--- config.mk ---
export PLATFORM = sky130hd
export DESIGN_NAME = wav_riff_chunk_parser
export DESIGN_NICKNAME = d
export VERILOG_FILES = /design/src/rtl/wrc_pkg.sv /design/src/rtl/wrc_parser.sv /design/src/rtl/wrc_divider.sv /design/src/rtl/wav_riff_chunk_parser.sv
export SDC_FILE = /design/constraint.sdc
export NUM_CORES = 1
export LEC_CHECK = 0
export ABC_AREA = 1
export ABC_CLOCK_PERIOD_IN_PS = 12100
export BUFFER_PORTS_ARGS = -buffer_cell sky130_fd_sc_hd__buf_2
export CORE_UTILIZATION = 60
export DETAILED_ROUTE_END_ITERATION = 7
export HOLD_SLACK_MARGIN = 0.06
export PLACE_DENSITY = 0.78
export SYNTH_ARGS = -nofsm -noshare
export SYNTH_HDL_FRONTEND = slang
export SYNTH_SLANG_ARGS = --single-unit
--- constraint.sdc ---
create_clock -name clk_i -period 12.1 [get_ports clk_i]
set_input_delay 2.42 -clock clk_i [delete_from_list [all_inputs] [get_ports clk_i]]
set_output_delay 2.42 -clock clk_i [all_outputs]
set_load 0.05 [all_outputs]
--- src/rtl/wrc_pkg.sv ---
// ----------------------------------------------------------------------------
// wrc_pkg: shared types and constants of the WAV RIFF chunk parser
// Beat payloads, the status codes and the job record that passes from the
// byte parser to the sequencer.
// ----------------------------------------------------------------------------
package wrc_pkg;

  localparam int unsigned PosW  = 33;
  localparam int unsigned NextW = 34;
  localparam int unsigned OffW  = 5;

  localparam logic [31:0]     TagFmt  = 32'h2074_6D66;
  localparam logic [31:0]     TagData = 32'h6174_6164;
  localparam logic [PosW-1:0] PosMax  = {PosW{1'b1}};
  localparam logic [OffW-1:0] OffSat  = 5'd16;

  typedef enum logic [1:0] {
    ST_OK      = 2'd0,
    ST_MISSING = 2'd1,
    ST_ZERO    = 2'd2,
    ST_TRUNC   = 2'd3
  } status_e;

  typedef enum logic [1:0] {
    S_PARSE,
    S_FRAMES,
    S_SECS,
    S_OUT
  } seq_state_e;

  typedef struct packed {
    logic [7:0] data_byte;
    logic       end_of_file;
  } in_t;

  typedef struct packed {
    logic [15:0] channels;
    logic [31:0] sample_rate;
    logic [30:0] frame_count;
    logic [30:0] duration_seconds;
    status_e     status;
  } out_t;

  typedef struct packed {
    logic [15:0] channels;
    logic [31:0] sample_rate;
    logic [31:0] data_size;
    status_e     status;
  } job_t;

endpackage

--- src/rtl/wrc_parser.sv ---
// ----------------------------------------------------------------------------
// wrc_parser: byte-serial RIFF chunk walker
// Tracks the file offset, the walk end and the current chunk, keeps the
// format and data fields, and hands a job record out on the final byte.
// ----------------------------------------------------------------------------
module wrc_parser (
  input  logic          clk_i,
  input  logic          rst_ni,
  input  logic          beat_i,
  input  wrc_pkg::in_t  in_i,
  output logic          job_valid_o,
  output wrc_pkg::job_t job_o
);
  import wrc_pkg::*;

  logic [PosW-1:0]  pos_q, pos_d;
  logic [PosW-1:0]  walk_end_q, walk_end_d;
  logic [NextW-1:0] next_q, next_d;
  logic [PosW-1:0]  start_q, start_d;
  logic             entered_q, entered_d;
  logic [OffW-1:0]  off_q, off_d;
  logic [31:0]      tag_q, tag_d;
  logic [31:0]      len_q, len_d;
  logic [15:0]      chan_q, chan_d;
  logic [31:0]      rate_q, rate_d;
  logic [31:0]      dsize_q, dsize_d;
  logic [1:0]       seen_q, seen_d;

  logic [7:0]       b;
  logic [PosW-1:0]  we_base;
  logic             enter;
  logic             entered;
  logic [OffW-1:0]  off;
  logic [31:0]      tag_cur;
  logic [31:0]      len_cur;
  logic [32:0]      padded;
  logic             fmt_ok;
  logic             trunc;

  always_comb begin
    b       = in_i.data_byte;
    pos_d   = pos_q;
    walk_end_d = walk_end_q;
    next_d  = next_q;
    start_d = start_q;
    tag_d   = tag_q;
    len_d   = len_q;
    chan_d  = chan_q;
    rate_d  = rate_q;
    dsize_d = dsize_q;
    seen_d  = seen_q;
    padded  = '0;
    we_base = (pos_q[1:0] == 2'd0) ? PosW'(8) : walk_end_q;

    if (pos_q[PosW-1:3] == '0 && pos_q[2]) begin
      walk_end_d = we_base + (PosW'(b) << {pos_q[1:0], 3'b000});
    end

    enter = (pos_q >= PosW'(12)) && ({1'b0, pos_q} == next_q) &&
            (next_q < {1'b0, walk_end_q});
    entered = entered_q || enter;
    off     = enter ? '0 : off_q;
    tag_cur = enter ? '0 : tag_q;
    len_cur = enter ? '0 : len_q;
    fmt_ok  = (tag_q == TagFmt) && (len_q >= 32'd8);

    if (enter) begin
      start_d = pos_q;
    end

    if (entered) begin
      if (off < OffW'(4)) begin
        tag_d = {b, tag_cur[31:8]};
        len_d = len_cur;
      end else if (off < OffW'(8)) begin
        len_d = {b, len_cur[31:8]};
        if (off == OffW'(7)) begin
          padded = {1'b0, len_d[31:1], 1'b0} + {31'b0, len_d[0], 1'b0};
          next_d = {1'b0, start_q} + NextW'(8) + NextW'(padded);
          if (tag_q == TagData) begin
            dsize_d   = len_d;
            seen_d[1] = 1'b1;
          end
        end
      end else if (fmt_ok && off >= OffW'(10) && off < OffW'(16)) begin
        if (off == OffW'(10)) begin
          chan_d[7:0] = b;
        end else if (off == OffW'(11)) begin
          chan_d[15:8] = b;
        end else begin
          unique case (off[1:0])
            2'd0:    rate_d[7:0]   = b;
            2'd1:    rate_d[15:8]  = b;
            2'd2:    rate_d[23:16] = b;
            default: rate_d[31:24] = b;
          endcase
          if (off == OffW'(15)) begin
            seen_d[0] = 1'b1;
          end
        end
      end
    end

    entered_d = entered;
    off_d     = (!entered || off == OffSat) ? off : off + OffW'(1);
    if (pos_q != PosMax) begin
      pos_d = pos_q + PosW'(1);
    end

    trunc = (pos_q < PosW'(11)) ||
            (entered && (off < OffW'(7) || (fmt_ok && off < OffW'(15))));
  end

  always_comb begin
    job_valid_o       = beat_i && in_i.end_of_file;
    job_o.channels    = chan_d;
    job_o.sample_rate = rate_d;
    job_o.data_size   = dsize_d;
    if (trunc) begin
      job_o.status = ST_TRUNC;
    end else if (seen_d != 2'b11) begin
      job_o.status = ST_MISSING;
    end else if (chan_d == '0 || rate_d == '0) begin
      job_o.status = ST_ZERO;
    end else begin
      job_o.status = ST_OK;
    end
  end

  always_ff @(posedge clk_i or negedge rst_ni) begin
    if (!rst_ni) begin
      pos_q      <= '0;
      walk_end_q <= '0;
      next_q     <= NextW'(12);
      start_q    <= '0;
      entered_q  <= 1'b0;
      off_q      <= '0;
      tag_q      <= '0;
      len_q      <= '0;
      chan_q     <= '0;
      rate_q     <= '0;
      dsize_q    <= '0;
      seen_q     <= '0;
    end else if (beat_i) begin
      if (in_i.end_of_file) begin
        pos_q      <= '0;
        walk_end_q <= '0;
        next_q     <= NextW'(12);
        start_q    <= '0;
        entered_q  <= 1'b0;
        off_q      <= '0;
        tag_q      <= '0;
        len_q      <= '0;
        chan_q     <= '0;
        rate_q     <= '0;
        dsize_q    <= '0;
        seen_q     <= '0;
      end else begin
        pos_q      <= pos_d;
        walk_end_q <= walk_end_d;
        next_q     <= next_d;
        start_q    <= start_d;
        entered_q  <= entered_d;
        off_q      <= off_d;
        tag_q      <= tag_d;
        len_q      <= len_d;
        chan_q     <= chan_d;
        rate_q     <= rate_d;
        dsize_q    <= dsize_d;
        seen_q     <= seen_d;
      end
    end
  end

endmodule

--- src/rtl/wrc_divider.sv ---
// ----------------------------------------------------------------------------
// wrc_divider: shared restoring divider
// Divides a 32-bit dividend by a 33-bit divisor, one quotient bit per cycle.
// A zero divisor yields an all-ones quotient; the caller masks that case.
// ----------------------------------------------------------------------------
module wrc_divider (
  input  logic        clk_i,
  input  logic        rst_ni,
  input  logic        start_i,
  input  logic [31:0] dividend_i,
  input  logic [32:0] divisor_i,
  output logic        done_o,
  output logic [31:0] quotient_o
);
  import wrc_pkg::*;

  logic [32:0] rem_q, rem_d;
  logic [31:0] quo_q, quo_d;
  logic [32:0] dvs_q;
  logic [4:0]  cnt_q;
  logic        active_q;
  logic        done_q;
  logic [33:0] trial;
  logic [33:0] diff;

  always_comb begin
    trial = {rem_q, quo_q[31]};
    diff  = trial - {1'b0, dvs_q};
    if (trial >= {1'b0, dvs_q}) begin
      rem_d = diff[32:0];
      quo_d = {quo_q[30:0], 1'b1};
    end else begin
      rem_d = trial[32:0];
      quo_d = {quo_q[30:0], 1'b0};
    end
  end

  always_ff @(posedge clk_i or negedge rst_ni) begin
    if (!rst_ni) begin
      cnt_q    <= '0;
      active_q <= 1'b0;
      done_q   <= 1'b0;
    end else begin
      done_q <= 1'b0;
      if (start_i) begin
        cnt_q    <= '0;
        active_q <= 1'b1;
      end else if (active_q) begin
        cnt_q <= cnt_q + 5'd1;
        if (cnt_q == 5'd31) begin
          active_q <= 1'b0;
          done_q   <= 1'b1;
        end
      end
    end
  end

  always_ff @(posedge clk_i) begin
    if (start_i) begin
      rem_q <= '0;
      quo_q <= dividend_i;
      dvs_q <= divisor_i;
    end else if (active_q) begin
      rem_q <= rem_d;
      quo_q <= quo_d;
    end
  end

  assign done_o     = done_q;
  assign quotient_o = quo_q;

endmodule

--- src/rtl/wav_riff_chunk_parser.sv ---
// ----------------------------------------------------------------------------
// wav_riff_chunk_parser: WAV header parser with frame count and duration
// Walks the RIFF chunks of a byte stream and reports the format fields, the
// frame count and the duration of each file.
// ----------------------------------------------------------------------------
// Every byte but the last of a file is accepted without a stall, so a header
// streams in at one beat per clock. The final byte starts two passes through
// the shared one-bit-per-cycle divider (frames, then seconds), and the input
// stays stalled through both, longer while an earlier result still waits, until
// the result moves into the output register. The next file may then start
// while that result waits.
module wav_riff_chunk_parser (
  input  logic          clk_i,
  input  logic          rst_ni,
  input  logic          in_valid_i,
  output logic          in_ready_o,
  input  wrc_pkg::in_t  in_data_i,
  output logic          out_valid_o,
  input  logic          out_ready_i,
  output wrc_pkg::out_t out_data_o
);
  import wrc_pkg::*;

  seq_state_e  state_q, state_d;
  logic        beat;
  logic        job_valid;
  job_t        job;
  job_t        job_q;
  logic        div_start;
  logic [31:0] div_dividend;
  logic [32:0] div_divisor;
  logic        div_done;
  logic [31:0] div_quotient;
  logic [30:0] frames_q;
  logic [30:0] secs_q;
  logic [30:0] frames_now;
  logic [30:0] secs_now;
  logic        out_valid_q;
  out_t        out_q;
  logic        out_free;
  logic        load_out;

  assign beat     = in_valid_i && in_ready_o;
  assign out_free = !out_valid_q || out_ready_i;

  wrc_parser u_parser (
    .clk_i       (clk_i),
    .rst_ni      (rst_ni),
    .beat_i      (beat),
    .in_i        (in_data_i),
    .job_valid_o (job_valid),
    .job_o       (job)
  );

  wrc_divider u_divider (
    .clk_i      (clk_i),
    .rst_ni     (rst_ni),
    .start_i    (div_start),
    .dividend_i (div_dividend),
    .divisor_i  (div_divisor),
    .done_o     (div_done),
    .quotient_o (div_quotient)
  );

  assign frames_now = (job_q.channels == '0) ? '0 : div_quotient[30:0];
  assign secs_now   = (job_q.sample_rate == '0) ? '0 : div_quotient[30:0];

  always_comb begin
    state_d = state_q;
    unique case (state_q)
      S_PARSE:  if (job_valid) state_d = S_FRAMES;
      S_FRAMES: if (div_done) state_d = S_SECS;
      S_SECS:   if (div_done) state_d = S_OUT;
      S_OUT:    if (out_free) state_d = S_PARSE;
      default:  state_d = S_PARSE;
    endcase
  end

  always_comb begin
    in_ready_o   = 1'b0;
    div_start    = 1'b0;
    div_dividend = job.data_size;
    div_divisor  = {16'b0, job.channels, 1'b0};
    load_out     = 1'b0;
    unique case (state_q)
      S_PARSE: begin
        in_ready_o = 1'b1;
        div_start  = job_valid;
      end
      S_FRAMES: begin
        div_start    = div_done;
        div_dividend = {1'b0, frames_now};
        div_divisor  = {1'b0, job_q.sample_rate};
      end
      S_SECS: begin
      end
      S_OUT: begin
        load_out = out_free;
      end
      default: begin
      end
    endcase
  end

  always_ff @(posedge clk_i or negedge rst_ni) begin
    if (!rst_ni) begin
      state_q     <= S_PARSE;
      out_valid_q <= 1'b0;
    end else begin
      state_q <= state_d;
      if (load_out) begin
        out_valid_q <= 1'b1;
      end else if (out_ready_i) begin
        out_valid_q <= 1'b0;
      end
    end
  end

  always_ff @(posedge clk_i) begin
    if (state_q == S_PARSE && job_valid) begin
      job_q <= job;
    end
    if (state_q == S_FRAMES && div_done) begin
      frames_q <= frames_now;
    end
    if (state_q == S_SECS && div_done) begin
      secs_q <= secs_now;
    end
    if (load_out) begin
      out_q.channels         <= job_q.channels;
      out_q.sample_rate      <= job_q.sample_rate;
      out_q.frame_count      <= frames_q;
      out_q.duration_seconds <= secs_q;
      out_q.status           <= job_q.status;
    end
  end

  assign out_valid_o = out_valid_q;
  assign out_data_o  = out_q;

endmodule
Yosys cells after proc, flatten, opt, wreduce, memory -nomap -nowiden
Index checks and enable logic that the tools add are counted.
{ "word_totals": {"reg_bits": 617, "out_inout_bits": 114, "elab_cells": 212} }
{ "op_classes": {"add_sub_neg": 8, "magnitude_cmp": 11, "eq_ne": 22, "n_shift": 1, "n_mux": 88, "reduce_logical": 49} }
{ "op_table": {"columns": ["operator", "count"], "rows": [
  ["$mux W32", 25],
  ["$mux W33", 8],
  ["$mux W34", 5],
  ["$mux W16", 5],
  ["$logic_not A32 Y1", 2],
  ["$mux W8", 7],
  ["$add A33 B4 Y34 const B", 1],
  ["$add A34 B33 Y34", 1],
  ["$eq A33 B34 Y1", 1],
  ["$ge A34 B33 Y1", 1],
  ["$lt A34 B33 Y1", 1],
  ["$add A32 B2 Y33", 1],
  ["$add A33 B1 Y33 const B", 1],
  ["$add A33 B33 Y33", 1],
  ["$ge A33 B4 Y1 const B", 1],
  ["$lt A33 B4 Y1 const B", 1],
  ["$ne A33 B33 Y1 const B", 1],
  ["$shl A8 B5 Y33", 1],
  ["$sub A33 B33 Y33", 1],
  ["$eq A32 B30 Y1 const B", 1],
  ["$eq A32 B31 Y1 const B", 1],
  ["$ge A32 B4 Y1 const B", 1],
  ["$logic_not A16 Y1", 2],
  ["$mux W31", 1],
  ["other kinds (32)", 108]
]} }

Longest topological paths before layout
{ "logic_depth": {"depth_word": 17, "ltp_mapped": 34, "depth_no_buf": 33} }

By module
From an unflattened synthesis, not the netlist that was laid out.
{ "unflattened": {"cells_unflattened": 4181, "area_unflattened_um2": 34061.4} }
{ "modules_own_cells": {"columns": ["mod", "n_inst", "cells_each", "area_each_um2", "seq_area_each_um2"], "rows": [
  ["wrc_parser", 1, 2568, 18586.6, 7059.3],
  ["wav_riff_chunk_parser", 1, 597, 8379.3, 6801.5],
  ["wrc_divider", 1, 1016, 7095.6, 2787.7]
]} }

Worst setup path before layout
OpenSTA, ideal clock, no wires.
{ "synth_timing": {"path_kind": "input to register", "startpoint": "input out_ready_i", "endpoint": "register out_q, in the netlist out_data_o[0], enable pin", "setup_time_ns": 0.619, "t_arrival_ns": 7.830, "required_time_ns": 11.481, "path_slack_ns": 3.651, "cell_stages": 2, "cell_sequence": "inv_1 -> a21oi_1"} }
{ "synth_via": {"elab_chain_len": 2} }
{ "synth_rtl": {"columns": ["element", "line_no", "rtl"], "rows": [
  ["from (decl)", "wav_riff_chunk_parser.sv:19", "input logic out_ready_i,"],
  ["$logic_or A1 B1 Y1", "wav_riff_chunk_parser.sv:44", "assign out_free = !out_valid_q || out_ready_i;"],
  ["$mux W1", "wav_riff_chunk_parser.sv:85", "unique case (state_q)"],
  ["net load_out", "wav_riff_chunk_parser.sv:41", "logic load_out;"],
  ["to (decl)", "wav_riff_chunk_parser.sv:39", "out_t out_q;"]
]} }
The timed path passes the listed nets, and every way through them passes these cells.
A chain may end at the register's enable or synchronous reset.

Worst setup path after layout
{ "layout_timing": {"startpoint": "register u_parser.pos_q[0]", "endpoint": "register u_parser.next_q[24]"} }
{ "layout_via": {"elab_chain_len": 11, "word_cells_on_any_way": 22, "classes_between": "2 x add/sub; 3 x order compare; 3 x eq/ne; 7 x mux; 7 x reduce/logical"} }
{ "layout_rtl": {"columns": ["element", "line_no", "rtl"], "rows": [
  ["from (decl)", "wrc_parser.sv:16", "logic [PosW-1:0] pos_q, pos_d;"],
  ["from (signal assigned)", "wrc_parser.sv:159", "pos_q <= pos_d;"],
  ["$ge A33 B4 Y1 / $eq A33 B34 Y1 (equally long branches)", "wrc_parser.sv:59", "enter = (pos_q >= PosW'(12)) && ({1'b0, pos_q} == next_q) &&"],
  ["$logic_and A1 B1 Y1 (*) (2 in series)", "wrc_parser.sv:59", null],
  ["$mux W32", "wrc_parser.sv:64", "len_cur = enter ? '0 : len_q;"],
  ["$add A32 B2 Y33", "wrc_parser.sv:78", "padded = {1'b0, len_d[31:1], 1'b0} + {31'b0, len_d[0], 1'b0};"],
  ["$add A34 B33 Y34", "wrc_parser.sv:79", "next_d = {1'b0, start_q} + NextW'(8) + NextW'(padded);"],
  ["$mux W34", "wrc_parser.sv:77", "if (off == OffW'(7)) begin"],
  ["$mux W34", "wrc_parser.sv:75", "end else if (off < OffW'(8)) begin"],
  ["$mux W34", "wrc_parser.sv:72", "if (off < OffW'(4)) begin"],
  ["$mux W34", "wrc_parser.sv:71", "if (entered) begin"],
  ["$mux W34", "wrc_parser.sv:145", "if (in_i.end_of_file) begin"],
  ["to (signal assigned)", "wrc_parser.sv:134", "next_q <= NextW'(12);"],
  ["to (signal assigned)", "wrc_parser.sv:148", "next_q <= NextW'(12);"],
  ["to (signal assigned)", "wrc_parser.sv:161", "next_q <= next_d;"],
  ["to (decl)", "wrc_parser.sv:18", "logic [NextW-1:0] next_q, next_d;"]
]} }
Mark *: on every way between the ends. The rest lies on a longest branch, timed or not. The select of a mux whose other input is x is not followed.

==> results.txt <==
Number of nets in the synthesized netlist = 3,828
Clock tree from TritonCTS = built
Total of endpoints with negative setup slack in the final report = 0
Routed wirelength normalized by instance count = 19.7 um
Post-synthesis cell count = 3,639
Delay contributed by the slowest stage of the critical path = 820 ps
Net count, final = 3,930
Final Critical Period = 5900 ps
Switching share of power = 43.0%
Hold slack = 416 ps
Total number of H-tree levels = 2
Cell area after technology mapping = 0.0321 sq mm
Ratio of total power to cell area = 260 mW/mm^2
Sum of buffers and inverters on the critical path = 3
Outcome = complete, no violations
TritonCTS sink count = 613
Number of enable-type register cells in the synthesized netlist = 288
Pre-CTS setup slack = 6100 ps
GRT overflow = 0
Wl on met1 = 36,600 um
Ratio of cells with drive above 1 in the final layout = 8.28%
Internal power contribution = 5.26 mW
Gp weighted congestion = 0.990
Total half-perimeter wirelength after legalization and detailed placement = 62,700 um
Total met3 wirelength after detailed routing = 6810 um
Number of setup buffers added after CTS = 0
Most area-consuming cells after synthesis = sky130_fd_sc_hd__edfxtp_1, sky130_fd_sc_hd__dfrtp_1, sky130_fd_sc_hd__nand2_1
Delay-heaviest family, CP = simple AND/OR/NAND/NOR gates
Sort of element at the end of the critical path = flop
Area of combinational cells with multiple inputs = 0.0130 sq mm
Maximum vdd drop = 0.157 mV
Die area = 0.0544 sq mm
Largest clock skew in the final design = 38.6 ps
Max-slew violation count = 0
Buffers on Ports = 126
Standard-cell rows = 84
Yosys top cell by area = sky130_fd_sc_hd__edfxtp_1
Clk slew on worst S/H paths = 60 ps
Fraction of synthesis flops using an asynchronous set or reset pin = 47.6%
Distinct cell type count of the synthesized netlist = 65
Number of vias per cell = 5.92
Critical path data required time = 12,610 ps
Average instance area after synthesis = 8.81 sq um
Number of hold buffers added after CTS = 0
Combinational share of power = 43.3%
Effective utilization at floorplan = 60.9%
Number of antenna repair diodes = 0
CTS root buffer = sky130_fd_sc_hd__clkbuf_16
Warnings from Yosys = 0
Total of cells resized after clock tree synthesis = 0
Global-route total usage across every layer = 32.8%
Worst min path class = flop to flop
Number of CTS-inserted buffers = 61
Power share of the sequential group = 35.8%
Critical path peak fanout = 33
Number of antenna violations at the first check in global routing = 0
Iteration-0 DRC Markers = 2,601
Largest net degree at the start of global routing = 89
Sw power = 3.96 mW
Static leakage = 16.3 nW
Slew headroom = 23.2%
Fmax = 170 MHz
Number of detailed-route iterations in the first pass = 6
Syn-to-layout area delta = 10.4%
Post-route cell area = 0.0354 sq mm
Clock latency on the worst-skew pair = 660 ps
Final critical-path share of the clock period = 48.8%
Via count of the first global-routing pass = 24,900
Count of pins on the block boundary = 127
Leading cell type by number of instances after synthesis = sky130_fd_sc_hd__nand2_1
Arr. time, crit path = 6410 ps
CP max stage cell = sky130_fd_sc_hd__dfrtp_1
First-pass GRT wire length = 138,000 um
Total routed wirelength = 88,400 um
Library cell appearing most often on the critical path = sky130_fd_sc_hd__nand2_1
Worst Tran Pin Value = 1150 ps
Category of the most critical setup path = flop to flop
Category of the worst setup path launch point = flop
Post-Route Utilization = 67.3%
Area share of the largest cell type after synthesis = 27.0%
Most frequently used flop master after synthesis = sky130_fd_sc_hd__dfrtp_1
Maximum root-to-sink buffer count = 3
Highest metal used = met4
Leading cell types by count after synthesis = sky130_fd_sc_hd__nand2_1, sky130_fd_sc_hd__inv_1, sky130_fd_sc_hd__nor2_1
Number of maximum-capacitance constraint violations = 0
Number of filler instances in the final layout = 4,212
Sum of negative setup slack = 0 ps
WL met2 = 41,100 um
Portion of total power attributed to the clock network = 20.9%
Post-route setup slack = 6200 ps
Footprint of the flip-flops and latches = 0.0166 sq mm
Detail Route Antenna Nets = 0
Floorplan Core Area = 0.0527 sq mm
Sequential cell area fraction in the yosys report = 51.8%
Height of the die = 233 um
Vias = 26,500
Final hold violations = 0
DRC violation count after routing = 0
Die Width = 233 um
Placed Instance Area = 0.0334 sq mm
Synthesis-stage register bit count = 613
RSZ-0062 raised after global routing = false
final timing paths:
check,start,to,slack [ps],cells after the start
hold reg to reg,secs_q[29],out_data_o[31],420,0
min in group asynchronous,rst_ni,u_parser.chan_q[14],1790,1
setup / recovery,u_parser.pos_q[0],u_parser.next_q[24],6200,28
hold / removal,secs_q[29],out_data_o[31],420,0
max in group asynchronous,rst_ni,u_parser.walk_end_q[25],8840,2
setup reg to reg,u_parser.pos_q[0],u_parser.next_q[24],6200,28
state kept, by name, indices dropped and copies added (netlist names), 33 cells and up:
signal               flops
out_data_o             112
job_q                   50
u_parser.pos_q          33
u_parser.next_q         34
u_parser.walk_end_q     33
u_divider.rem_q         33
u_parser.start_q        33
kinds of logic after synthesis:
kind of cell               after synthesis  synth area share [%]
AOI/OAI and AO/OA                      825                  14.8
xor gates and xnor gates                59                  1.61
adders and majority gates              176                  6.96
buffers and inverters                  647                  7.67
DFF                                    613                  51.8
and+or+nand+nor                       1319                  17.2
worst register-to-register path: cells and delay by family, from the launching register on:
kind,cells,cell delay (ps)
AOI/OAI and AO/OA,8,1550
xor gates and xnor gates,1,160
adders and majority gates,3,910
buffers and inverters,3,380
DFF,1,820
and+or+nand+nor,13,1960
per-stage QoR:
| step | cells | power [mW] |
|---|---|---|
| floorplan | 3639 | 6.16 |
| global placement | 4366 | 7.10 |
| detailed placement | 4366 | 7.22 |
| CTS | 4482 | 9.17 |
| global route | 4482 | 9.79 |
| finish | 4482 | 9.22 |
placed cells by master, fill, tap and decap left out, types with 54 or more instances in the layout:
master,instances
sky130_fd_sc_hd__nor3_1,54
sky130_fd_sc_hd__dfrtp_1,290
sky130_fd_sc_hd__nor2_1,376
sky130_fd_sc_hd__ha_1,171
sky130_fd_sc_hd__a21oi_1,199
sky130_fd_sc_hd__nand2_1,691
sky130_fd_sc_hd__edfxtp_1,288
sky130_fd_sc_hd__o21ai_0,313
sky130_fd_sc_hd__buf_2,125
sky130_fd_sc_hd__o22ai_1,141
sky130_fd_sc_hd__inv_1,504
sky130_fd_sc_hd__clkbuf_16,61
sky130_fd_sc_hd__nand3_1,87
layer usage:
metal,vias up,track usage (%)
li1,12500,-
met1,12600,44.9
met2,1224,52.6
met3,230,4.52
met4,0,14.0
met5,-,0
area by class of cell:
type	count	share of cell area [%]
well taps	688	2.43
inverters	529	5.61
clock inverters	33	1.16
clock buffers	83	4.60
multi-input cells	2379	36.8
flip-flops and latches	613	46.9
repair buffers	157	2.47
power groups by stage:
stage,sequential [mW],combinational [mW],clock [mW]
finish,3.30,3.99,1.93
CTS,3.29,3.94,1.94
global placement,3.30,3.80,0
floorplan,3.61,2.55,0
detailed placement,3.32,3.89,0
global route,3.35,4.42,2.02
No activity file was read; power rests on OpenSTA's default activity.
